File: src/hdl/thws_fifo.sv
// Small register-based first-in first-out queue with a flat data word.
// Generic; used between front and back and as the result buffer.
module thws_fifo #(
    parameter int WIDTH = 8,
    parameter int DEPTH = 2
) (
    input  logic             clk,
    input  logic             rst_n,
    input  logic             push,
    input  logic [WIDTH-1:0] wdata,
    input  logic             pop,
    output logic [WIDTH-1:0] rdata,
    output logic             empty,
    output logic             full
);

    localparam int AW = (DEPTH > 1) ? $clog2(DEPTH) : 1;
    localparam int CW = $clog2(DEPTH + 1);

    logic [WIDTH-1:0] mem_reg [DEPTH];
    logic [AW-1:0]    wptr_reg;
    logic [AW-1:0]    rptr_reg;
    logic [CW-1:0]    count_reg;
    logic             do_push;
    logic             do_pop;

    assign full    = (count_reg == CW'(DEPTH));
    assign empty   = (count_reg == '0);
    assign do_push = push && !full;
    assign do_pop  = pop && !empty;
    assign rdata   = mem_reg[rptr_reg];

    always_ff @(posedge clk or negedge rst_n)
    begin
        if (!rst_n)
        begin
            wptr_reg  <= '0;
            rptr_reg  <= '0;
            count_reg <= '0;
        end
        else
        begin
            if (do_push)
                wptr_reg <= (wptr_reg == AW'(DEPTH - 1)) ? '0 : wptr_reg + 1'b1;
            if (do_pop)
                rptr_reg <= (rptr_reg == AW'(DEPTH - 1)) ? '0 : rptr_reg + 1'b1;
            if (do_push && !do_pop)
                count_reg <= count_reg + 1'b1;
            else if (do_pop && !do_push)
                count_reg <= count_reg - 1'b1;
        end
    end

    always_ff @(posedge clk)
    begin
        if (do_push)
            mem_reg[wptr_reg] <= wdata;
    end

endmodule

File: config.mk
export PLATFORM = sky130hd
export DESIGN_NAME = thws_fifo
export DESIGN_NICKNAME = d
export VERILOG_FILES = /design/src/hdl/thws_fifo.sv
export SDC_FILE = /design/constraint.sdc
export NUM_CORES = 1
export LEC_CHECK = 0
export BUFFER_PORTS_ARGS = -buffer_cell sky130_fd_sc_hd__buf_2
export CAP_MARGIN = 0
export CORE_MARGIN = 1
export CORE_UTILIZATION = 44
export DETAILED_ROUTE_END_ITERATION = 16
export HOLD_SLACK_MARGIN = 0.06
export PLACE_DENSITY = 0.79
export SYNTH_ARGS = -nofsm -noshare
export SYNTH_HDL_FRONTEND = slang
export SYNTH_SLANG_ARGS = --single-unit
File: constraint.sdc
create_clock -name clk -period 1.4 [get_ports clk]
set_input_delay 0.35 -clock clk [delete_from_list [all_inputs] [get_ports clk]]
set_output_delay 0.35 -clock clk [all_outputs]
set_load 0.02 [all_outputs]
==> results.yml <==
status:
  status: "finished, violations left"
  violations: "design-rule violations, negative setup slack"
timing:
  timing.fmax_ghz: 0.601
  drv_slew: 0
  finalSetupViolCount: 10
  hold_violations: 0
  timing.slew.headroom: 0.856
  fin_tns_setup_ns: -2.04
  tightest_slew_ns: 0.215
  final.setup_skew_ns: 0.00333
  finalCritPeriodShare: 1.19
  rsz0062_at_grt: "yes"
  fin_ws_ns: -0.264
  min_period_ns: 1.66
placed_design:
  preCtsSetupSlack_ns: -0.0282
  placed_cell_area_um2: 940
  dp_hpwl_um: 823
  gp_congestion: 0.740
  io_buffers: 21
final_layout:
  largest_register_ffs: 16
  drive_gt1_frac: 0.671
  final_cell_area_mm2: 0.00115
  nFillCells: 106
  diodes: 0
  fin_nets: 93
  syn2layout_area_growth_pct: 47.5
drt:
  drtPass1Iterations: 11
  wl_per_cell_um: 15.0
  vias: 481
  drc: 1
  drtIter0Drc: 12
  via_per_inst: 5.06
  drt_wl_total_mm: 1.43
  ant_nets: 0
global_route:
  grt_first_pass_wirelength_mm: 2.19
  grt_max_degree: 12
  antenna_found_initial: 0
  overflow: 0
  grt_pass1_vias: 493
  grt_usage: 0.164
floorplan:
  start_util: 0.496
  core_mm2: 0.00158
  die_y_um: 44.2
  die_area_mm2: 0.00195
  rows: 14
  die_w_um: 44.2
  ios: 22
clocking:
  cts.sinks: 20
  cts_root_buf: "clkbuf_4"
  clk_latency_ns: 0.29
  ctsLongestPathBuffers: 2
  cts_made_buffers: 3
  h-tree-depth: 1
  clk_pin_slew_ns: 0.10
  tritoncts: "yes"
logic_synthesis:
  synth_area_leader_cell: "edfxtp_1"
  ys_seq_area_frac: 0.742
  ys_warn_count: 0
  syn_nets: 57
  synth_edf_count: 16
  syn_area_per_cell_um2: 17.8
  yosysTopAreaCellShare: 0.614
  ys.flop_type: "edfxtp_1"
  ys_types: 15
  synth_area_leaders: "edfxtp_1 61%, dfrtp_1 13%, mux2_1 8.6%, mux2_2 2.9%, xnor2_1 2.2%"
  async_flop_share: 0.200
  syn-instance-count: 44
  synth.cell_area_um2: 782
  synth-seq-cells: 20
critical_path:
  crit_family: "flip-flops"
  worstPathArrival_ns: 1.31
  critical-path-max-stage-delay_ns: 0.45
  setup.worst_path.start_class: "flip-flop"
  setup.worst_path.class: "reg -> out"
  cpMaxStageDelayCell: "dfrtp_2"
  crit_buf_inv: 2
  cpMostUsedCell: "buf_6"
  cp_cell_sequence: "buf_6, mux2_4, buf_6"
  cp-end-kind: "output port"
  cp_max_fo: 4
  cp.required_ns: 1.05
min_path:
  min_path_type: "in -> reg"
power_and_ir_drop:
  vdd_drop_max_v: 0.00162
  powerDensity_mw_per_mm2: 2240
  leakage_nw: 0.497
run:
  max-cap-violations: 0
==> kinds of logic after synthesis <==
family	count (synthesis)	share of synthesized area
and+or+nand+nor	6	0.0384
AOI/OAI and AO/OA	1	0.00639
adders and majority gates	1	0.0160
xor gates and xnor gates	5	0.0656
muxes	8	0.115
DFF	20	0.742
buffers and inverters	3	0.0160
==> power by group <==
group	internal [mW]	switching (mW)
registers	0.838	0.120
logic	0.776	0.585
clock network	0.104	0.162
==> worst register-to-register path, delay by kind of cell, from the launching register on <==
family	cells	cell delay (ns)
simple gates	1	0.08
compound gates	1	0.24
flops	1	0.48
fa+ha+maj	1	0.16
xor+xnor	2	0.32
==> worst paths after layout <==
path / start / end / slack (ns) / cells past startpoint
worst max-delay path: rptr_reg / rdata[3] / -0.26 / 3
worst min-delay path: wdata[6] / mem_reg[1][6] / 0.24 / 1
worst max register to register: count_reg[1] / count_reg[1] / 0 / 5
worst min register to register: wptr_reg / wptr_reg / 0.52 / 1
max in group asynchronous: rst_n / count_reg[1] / 0.87 / 2
min in group asynchronous: rst_n / rptr_reg / 0.39 / 2
==> layer usage <==
metal  vias to the layer above  track usage  share of wire
met5                         -            0              0
met4                         0       0.0727          0.014
met3                         4       0.0408          0.039
met2                        18        0.274           0.53
met1                       231        0.202           0.42
li1                        228            -              -
==> area by class of cell <==
type                            instances  area, um^2  share of cell area
Clock buffer                            3        22.5              0.0195
Clock inverter                          1        3.75             0.00325
Inverter                                2        7.51             0.00651
Multi-Input combinational cell         21         249               0.216
Sequential cell                        20         583               0.505
Tap cell                               16        20.0              0.0174
Timing Repair Buffer                   32         268               0.232
==> cell usage in the layout, fill, tap and decap left out <==
master | synthesis | layout
mux2_4 | 0 | 6
xor2_1 | 2 | 2
buf_2 | 1 | 11
and3_2 | 0 | 1
dfrtp_2 | 0 | 2
nand2b_4 | 0 | 1
nor2_1 | 3 | 2
dlygate4sd3_1 | 0 | 1
buf_6 | 0 | 14
inv_2 | 0 | 2
ha_4 | 0 | 1
nor2_4 | 0 | 1
nand2_4 | 0 | 1
o21ai_2 | 0 | 1
buf_4 | 0 | 6
clkinv_1 | 0 | 1
mux2_2 | 2 | 2
xnor2_1 | 2 | 2
clkbuf_4 | 0 | 3
xnor2_2 | 1 | 1
dfrtp_1 | 4 | 2
edfxtp_1 | 16 | 16
==> per-stage QoR <==
step | hold WS, ns | util | instances | power, mW
6_report | 0.236 | 0.732 | 95 | 2.59
3_5_place_dp | 0.167 | 0.596 | 85 | 1.77
2_1_floorplan | 0.0544 | - | 44 | 1.48
3_3_place_gp | 0.160 | 0.596 | 85 | 1.74
4_1_cts | 0.228 | 0.706 | 94 | 2.47
5_1_grt | 0.220 | 0.732 | 95 | 2.72
==> repair_timing <==
action                                 4_1_cts  5_1_grt
setup endpoints to repair                   11       11
cloned                                       0        0
resized for setup                           33       10
endpoints found under the hold margin        4        0
hold buffers                                 1        0
buffers inserted                             4        1
pin swaps                                    0        3
==> Yosys cell counts (2+ instances only) <==
| library cell | instances |
|---|---|
| xor2_1 | 2 |
| mux2_2 | 2 |
| xnor2_1 | 2 |
| dfrtp_1 | 4 |
| inv_1 | 2 |
| nor2_1 | 3 |
| mux2_1 | 6 |
| edfxtp_1 | 16 |
No activity file was read; power rests on OpenSTA's default activity.
